==> src/design/ptd_pkg.sv <==
`default_nettype none
// ----------------------------------------------------------------------------
// ptd_pkg: shared constants and types for the point-triangle distance block
// Widths of the exact intermediate values, weight format and region codes.
// ----------------------------------------------------------------------------
package ptd_pkg;

  // Coordinate and exact intermediate widths
  localparam int unsigned CRD_W   = 32;            // Q16.16 coordinate
  localparam int unsigned DIF_W   = CRD_W + 1;     // coordinate difference
  localparam int unsigned PRD_W   = 2 * DIF_W;     // one term of a dot product
  localparam int unsigned DOT_W   = PRD_W + 2;     // dot product of 3 terms
  localparam int unsigned HALF_W  = DOT_W / 2;     // split of a dot product
  localparam int unsigned PP_W    = 2 * HALF_W + 2; // partial product
  localparam int unsigned VOL_W   = 140;           // region products and sums

  // Weights: unsigned Q0.30 with one integer bit, so that 1.0 fits
  localparam int unsigned WFR       = 30;
  localparam int unsigned WGT_W     = WFR + 1;
  localparam logic [WGT_W-1:0] WONE = WGT_W'(1) << WFR;
  localparam int unsigned DIV_STEPS = WFR;

  // Square root of the squared distance
  localparam int unsigned SQ_IN_W  = 64;
  localparam int unsigned SQ_STEPS = SQ_IN_W / 2;
  localparam int unsigned REM_W    = SQ_STEPS + 4;

  localparam int unsigned REG_W = 3;

  // Voronoi region of the closest point
  typedef enum logic [REG_W-1:0] {
    REG_VERT_A  = 3'd0,
    REG_VERT_B  = 3'd1,
    REG_EDGE_AB = 3'd2,
    REG_VERT_C  = 3'd3,
    REG_EDGE_AC = 3'd4,
    REG_EDGE_BC = 3'd5,
    REG_FACE    = 3'd6
  } region_e;

  // Three components, index 0 is x
  typedef logic [2:0][CRD_W-1:0] vec_t;
  typedef logic [2:0][DIF_W-1:0] dvec_t;

  // Dot product pairs of the six region products:
  // d1*d4, d3*d2, d5*d2, d1*d6, d3*d6, d5*d4 (d1 has index 0)
  localparam logic [2:0] PAIR_L [6] = '{3'd0, 3'd2, 3'd4, 3'd0, 3'd2, 3'd4};
  localparam logic [2:0] PAIR_R [6] = '{3'd3, 3'd1, 3'd1, 3'd5, 3'd5, 3'd3};

endpackage
`default_nettype wire

==> src/design/ptd_sqrt.sv <==
`default_nettype none
// ----------------------------------------------------------------------------
// ptd_sqrt: pipelined integer square root
// Floor square root of a 64-bit value, one root bit per stage.
// ----------------------------------------------------------------------------
module ptd_sqrt (
  input  wire logic                              clk_i,
  input  wire logic                              en_i,
  input  wire logic [ptd_pkg::SQ_IN_W-1:0]       x_i,
  output logic      [ptd_pkg::SQ_STEPS-1:0]      root_o
);
  import ptd_pkg::*;

  logic [SQ_IN_W-1:0]  rad_q  [SQ_STEPS-1];
  logic [REM_W-1:0]    rem_q  [SQ_STEPS-1];
  logic [SQ_STEPS-1:0] root_q [SQ_STEPS];

  for (genvar k = 0; k < SQ_STEPS; k++) begin : g_step
    logic [SQ_IN_W-1:0]  src_x;
    logic [REM_W-1:0]    src_rem;
    logic [SQ_STEPS-1:0] src_root;
    logic [REM_W-1:0]    rem2;
    logic [REM_W-1:0]    trial;
    logic                ge;

    // Stage source: the input for the first step, else the previous step
    if (k == 0) begin : g_first
      assign src_x    = x_i;
      assign src_rem  = '0;
      assign src_root = '0;
    end else begin : g_next
      assign src_x    = rad_q[k-1];
      assign src_rem  = rem_q[k-1];
      assign src_root = root_q[k-1];
    end

    // Bring down two radicand bits, try the next root bit
    assign rem2  = {src_rem[REM_W-3:0], src_x[SQ_IN_W-1 -: 2]};
    assign trial = REM_W'({src_root, 2'b01});
    assign ge    = rem2 >= trial;

    always_ff @(posedge clk_i) begin
      if (en_i) begin
        root_q[k] <= {src_root[SQ_STEPS-2:0], ge};
      end
    end

    if (k < SQ_STEPS - 1) begin : g_carry
      always_ff @(posedge clk_i) begin
        if (en_i) begin
          rem_q[k] <= ge ? (rem2 - trial) : rem2;
          rad_q[k] <= {src_x[SQ_IN_W-3:0], 2'b00};
        end
      end
    end
  end

  assign root_o = root_q[SQ_STEPS-1];

endmodule
`default_nettype wire

==> config.mk <==
export PLATFORM = sky130hd
export DESIGN_NAME = ptd_sqrt
export DESIGN_NICKNAME = d
export VERILOG_FILES = /design/src/design/ptd_pkg.sv /design/src/design/ptd_sqrt.sv
export SDC_FILE = /design/constraint.sdc
export NUM_CORES = 2
export LEC_CHECK = 0
export BUFFER_PORTS_ARGS = -buffer_cell sky130_fd_sc_hd__buf_4
export CORE_ASPECT_RATIO = 2
export CORE_UTILIZATION = 40
export DETAILED_ROUTE_END_ITERATION = 10
export REMOVE_ABC_BUFFERS = 1
export SYNTH_ARGS = -nofsm -noshare
export SYNTH_HDL_FRONTEND = slang
export SYNTH_MEMORY_MAX_BITS = 65536
export SYNTH_SLANG_ARGS = --single-unit
export TNS_END_PERCENT = 30
==> constraint.sdc <==
create_clock -name clk_i -period 4.15 [get_ports clk_i]
set_clock_uncertainty 0.1 [all_clocks]
set_input_delay 0.6225 -clock clk_i [delete_from_list [all_inputs] [get_ports clk_i]]
set_output_delay 0.6225 -clock clk_i [all_outputs]
set_load 0.05 [all_outputs]
* Word level (Yosys, flattened, before mapping) *
Memories as Yosys holds them, arrays and structs flattened.
Index checks and enable logic that the tools add are counted.

word-level totals
  logic and storage cells = 99
  latch bits = 0
  memory bits (writable) = 4062
  register bits = 0
  memories kept = 3
  ROM bits = 0

memories
  memory  words  bits a word  read ports  clocked after memory_dff  write ports  RTL line        text
  rad_q   31     62           31          0                         31           ptd_sqrt.sv:14  logic [SQ_IN_W-1:0] rad_q [SQ_STEPS-1];
  rem_q   31     36           31          0                         31           ptd_sqrt.sv:15  logic [REM_W-1:0] rem_q [SQ_STEPS-1];
  root_q  32     32           32          0                         32           ptd_sqrt.sv:16  logic [SQ_STEPS-1:0] root_q [SQ_STEPS];

operators by class
  reductions and logical operators = 0
  divide/modulo/power cells = 0
  mux-type cells = 33
  eq/ne operators = 0
  magnitude comparators = 32
  $add $sub $neg = 31
  multiply operators = 0
  shift-type cells = 0
  bitwise logic cells = 0

operators by type and width
  kind                                                               count
  greater-or-equal comparator 36 x 34 -> 1 bit                       31
  two-way mux 36 bit                                                 31
  subtractor 36 x 34 -> 36 bit                                       30
  subtractor 2 x 1 -> 3 bit, second input constant                   1
  greater-or-equal comparator 2 x 1 -> 1 bit, second input constant  1
  two-way mux 1 bit                                                  2

* Depth between registers and ports, before layout *
An unclocked memory read counts as a cell.

  depth in word-level cells = 3
  depth in mapped cells = 15

* Least setup slack after synthesis *
OpenSTA, ideal clock, no wires.

  path kind = register to register
  from = memory rem_q[7][49] (netlist name)
  to = memory rem_q[8][26] (netlist name) (data pin)
  setup slack = 745 ps
  buffers on the path = 0
  stages on the path, launching flop included = 10
  data arrival time = 3047 ps
  setup time = 258 ps
  required time = 3792 ps
  cells stage by stage = edfxtp_1 -> ha_1 -> and3_1 -> nand3_1 -> or4b_1 -> or4_1 -> and3_1 -> a2111o_1 -> or4_1 -> xnor2_1

RTL lines
  what                RTL line
  start: declaration  ptd_sqrt.sv:15

==> flow_results.org <==
** Outcome
- The flow ran to the end, and the final reports show no timing, DRC or antenna violations.

** Critical path
- The critical path contains buffers and inverters numbering 2 combined.
- The worst setup path is captured at a flop.
- CP max stage cell :: sky130_fd_sc_hd__a2111oi_2
- Grouping stages by cell kind, the critical path spends the most delay in compound AO/OA/AOI/OAI gates.
- Traced cell by cell, the critical path runs through inv_1, ha_1, a21o_1, a21o_1, a2111oi_2, o211ai_1, a221oi_1, buf_4, o2111ai_1, nor4b_1, xor2_1.
- Worst EP required :: 4650 ps
- The worst setup path is of the reg -> reg kind.
- The worst setup path is launched from a flop.
- Maximum single-stage delay on the critical path :: 680 ps
- In this run the worst path has a maximum fanout of 6.
- At the worst endpoint, the arrival time is 4630 ps.
- Among the stages of the critical path, the cell type that occurs most often is sky130_fd_sc_hd__a21o_1.

** Floorplan
- Rows :: 281
- For this configuration, the core starts out at a cell density of 40.3%.
- Number of primary I/O pins :: 98
- Die Y :: 771 microns
- From left edge to right edge, the die measures 386 microns.
- The region available for standard cell placement spans 293000 sq um.
- The floorplan step defined a die boundary enclosing 298000 sq um.

** CTS
- Clock-pin slew was measured on the worst setup and hold paths at 70 ps.
- Clock tree from TritonCTS :: built
- Root buf cell :: sky130_fd_sc_hd__clkbuf_16
- Counting the buffers created by CTS gives 230.
- CTS sink cnt :: 2523
- Clock latency on the worst-skew pair :: 970 ps
- H-tree depth :: 4
- Max Root-Sink Buffers :: 4

** Routing
- Wires add up to 329000 microns.
- After detailed routing, the number of remaining DRC violations is 0.
- The detail route stage leaves a number of antenna-violating nets equal to 0.
- Detail-routed via count per cell :: 5.36
- For this block, the initial DRC count from the detailed router was 3784.
- Number of detailed-routing iterations run before antenna repair :: 6
- After detailed routing, the average wire length per cell comes to 23.7 microns.
- Total vias in the final route :: 74300

** Synthesis
- Gate count after technology mapping :: 9196
- After synthesis, the cell types taking the most area are sky130_fd_sc_hd__edfxtp_1 64%, sky130_fd_sc_hd__ha_1 5.9%, sky130_fd_sc_hd__xnor2_1 3.2%.
- After synthesis the cells add up to 118000 sq um.
- Most used standard cell by instance count after synthesis :: sky130_fd_sc_hd__edfxtp_1
- Yosys cell types :: 106
- The largest total area in the synthesized netlist belongs to sky130_fd_sc_hd__edfxtp_1.
- In the synthesized netlist, the cells that appear most often are 2523 x sky130_fd_sc_hd__edfxtp_1, 701 x sky130_fd_sc_hd__inv_1, 647 x sky130_fd_sc_hd__nand2_1.
- Of the synthesized area, sequential elements account for 64.1%.
- After synthesis, the share of flip-flops with an asynchronous set or reset is 0%.
- Post-synth top area share :: 64.1%
- During synthesis, Yosys emitted a total of 0 warnings.
- The synthesized design contains 2523 register bits.
- In this run, synthesis inferred 2523 flip-flops with an integrated enable.
- Averaged over all synthesized cells, the footprint is 12.9 sq um.
- Top flip-flop cell by instance count after synthesis :: sky130_fd_sc_hd__edfxtp_1

** Pwr
- For this design the total switching power over the nets is 22.4 mW.
- Power density cells :: 548 nW/um^2
- The completed layout was analyzed and its total power is 74.1 mW.
- In this run, the clock network consumes 30.2% of the power.
- In this run, flip-flops and latches consume 46.9% of the power.
- In this run switching power makes up 30.2% of total power.
- Per report_power, the combinational group accounts for 22.9% of the total.
- Leakage dissipation :: 51.6 nW
- VDD sags by at most 0.415 mV.
- Internal Dissipation :: 51.7 mW

** Placement
- The wire-length estimate of the detail-placed layout is 256000 microns.
- Number of instances in the placed design :: 13300
- Once placement finished, the instance area stood at 127000 sq um.
- During placement, the flow inserted port buffers numbering 97.
- At the end of routability-driven placement, the weighted congestion stood at 1.01.

** GRT
- Global-route wire length before repair :: 474000 microns
- The number of global-route vias before repair is 78500.
- The number of antenna violations at the first check in global routing came to 21.
- Global routing consumed, over all layers together, 21.8% of the routing resources.
- Global routing finished with a remaining overflow of 0.
- Maximum number of pins on one net before global-route repair :: 114

** Timing
- Final hold slack :: 78.2 ps
- Setup violations remaining at the end of the flow were counted as 0.
- Transition time of the tightest slew-check pin :: 1000 ps
- The final critical path takes up 99.5% of the cycle.
- Final sum of negative setup slack :: 0 ps
- Headroom to the max-slew limit came out at 33.3%.
- The number of hold violations in the final report is 0.
- Timing would allow up to 0.242 GHz.
- Max-slew violations :: 0
- After layout, the minimum clock period comes to 4130 ps.

** Run
- Max_cap viols :: 0

** Finish
- The net count of the finished layout is 10400.
- Area taken by flip-flops and latches :: 75800 sq um
- Summing all non-filler instances in the final layout gives an area of 135000 sq um.
- The area growth from synthesis to layout is 14.5%.
- Area occupied by multi-input gates :: 39200 sq um
- Fraction of layout instances using a drive strength above 1 :: 10.6%
- Leaving out filler cells and counting taps, the final layout contains 13900.
- Layout filler cell count :: 26000

** Hold path
- Worst min-delay path category :: in -> reg
metrics by stage:
step	utilization, %	setup WS [ps]
after floorplan	-	-1470
after CTS	46.1	-138
after global routing	46.2	-9.46
after global placement	43.2	-546
after detailed placement	43.2	-546
final	46.2	20.9
final cells by class:
| cell class | instances | area share [%] |
|---|---|---|
| Sequential cell | 2523 | 56.0 |
| Tap cell | 3820 | 3.53 |
| Antenna cell | 74 | 0.137 |
| Clock inverter | 159 | 1.42 |
| Timing Repair Buffer | 566 | 3.68 |
| Inverter | 708 | 1.97 |
| Multi-Input combinational cell | 5771 | 28.9 |
| Clock buffer | 257 | 4.36 |
layout by cell type (no fill, tap or decap), types with 23 or more instances in the layout:
cell	n
sky130_fd_sc_hd__nor3_1	237
sky130_fd_sc_hd__ha_1	562
sky130_fd_sc_hd__xor2_1	428
sky130_fd_sc_hd__and2_1	25
sky130_fd_sc_hd__o211ai_1	38
sky130_fd_sc_hd__clkinv_1	37
sky130_fd_sc_hd__or4_1	58
sky130_fd_sc_hd__o31ai_1	41
sky130_fd_sc_hd__bufinv_16	38
sky130_fd_sc_hd__a2111oi_0	24
sky130_fd_sc_hd__nand4_1	108
sky130_fd_sc_hd__or3_1	80
sky130_fd_sc_hd__a31oi_1	63
sky130_fd_sc_hd__diode_2	74
sky130_fd_sc_hd__xnor2_1	434
sky130_fd_sc_hd__a21oi_1	586
sky130_fd_sc_hd__buf_12	44
sky130_fd_sc_hd__a211oi_1	50
sky130_fd_sc_hd__and3_1	51
sky130_fd_sc_hd__mux2_2	62
sky130_fd_sc_hd__nor2_1	549
sky130_fd_sc_hd__nand2_1	646
sky130_fd_sc_hd__edfxtp_1	2523
sky130_fd_sc_hd__nand3_1	142
sky130_fd_sc_hd__nor4_1	109
sky130_fd_sc_hd__nand3b_1	29
sky130_fd_sc_hd__nor2b_1	77
sky130_fd_sc_hd__dlygate4sd3_1	65
sky130_fd_sc_hd__a21o_1	231
sky130_fd_sc_hd__clkbuf_1	25
sky130_fd_sc_hd__clkbuf_16	232
sky130_fd_sc_hd__or2_2	58
sky130_fd_sc_hd__o21ai_0	494
sky130_fd_sc_hd__buf_4	456
sky130_fd_sc_hd__nand2b_1	99
sky130_fd_sc_hd__o21bai_1	44
sky130_fd_sc_hd__clkinv_2	38
sky130_fd_sc_hd__clkinvlp_4	23
sky130_fd_sc_hd__o21a_1	92
sky130_fd_sc_hd__inv_1	700
power by group through the flow:
stage               clock [mW]  sequential, mW  combinational, mW
global placement             0            35.2               16.5
CTS                       22.9            34.7               16.9
finish                    22.4            34.8               17.0
detailed placement           0            35.3               16.8
floorplan                    0            34.0               10.8
global route              23.7            35.0               18.5
registers in the layout, summed over array words and instances, names as in the netlist:
name	flops
rem_q	1003
rad_q	992
root_q	528
metal layers:
metal  wire (microns)  GRT usage, %  vias to the layer above
li1                 -             -                    35300
met1            81900          14.3                    36100
met2           196000          46.1                     1756
met4            41500          23.1                        4
met3             8730          2.63                     1107
met5               19             0                        -
kinds of logic (layout without fill, tap and decap cells):
family	count (synthesis)	count (layout)	synth area share [%]
buffers and inverters	902	1690	2.90
flip-flops	2523	2523	64.1
adder cells (fa/ha/maj)	562	562	5.95
multiplexers	69	69	0.650
XOR/XNOR	863	863	6.40
AND/OR/NAND/NOR	2389	2389	10.1
other	1	75	0.00317
AO/OA/AOI/OAI	1887	1887	9.91
repair_timing:
| item | in CTS | in global routing |
|---|---|---|
| pin swaps | 0 | 1 |
| hold endpoints to repair | 65 | 0 |
| hold buffers | 65 | 0 |
| endpoints found under the setup margin | 37 | 49 |
| cloned | 0 | 0 |
| resized for setup | 5 | 11 |
| setup buffers | 0 | 4 |
final timing paths:
check,depth (start not counted),slack [ps],startpoint,end
worst max register to register,11,20,root_q[1][70]$_DFFE_PP_,rem_q[9][63]$_DFFE_PP_
worst max-delay path,11,20,root_q[1][70]$_DFFE_PP_,rem_q[9][63]$_DFFE_PP_
worst min register to register,0,260,rad_q[8][110]$_DFFE_PP_,rad_q[9][50]$_DFFE_PP_
worst min-delay path,1,80,en_i,rad_q[4][53]$_DFFE_PP_
Note: power is estimated with default switching activity, not from simulation.
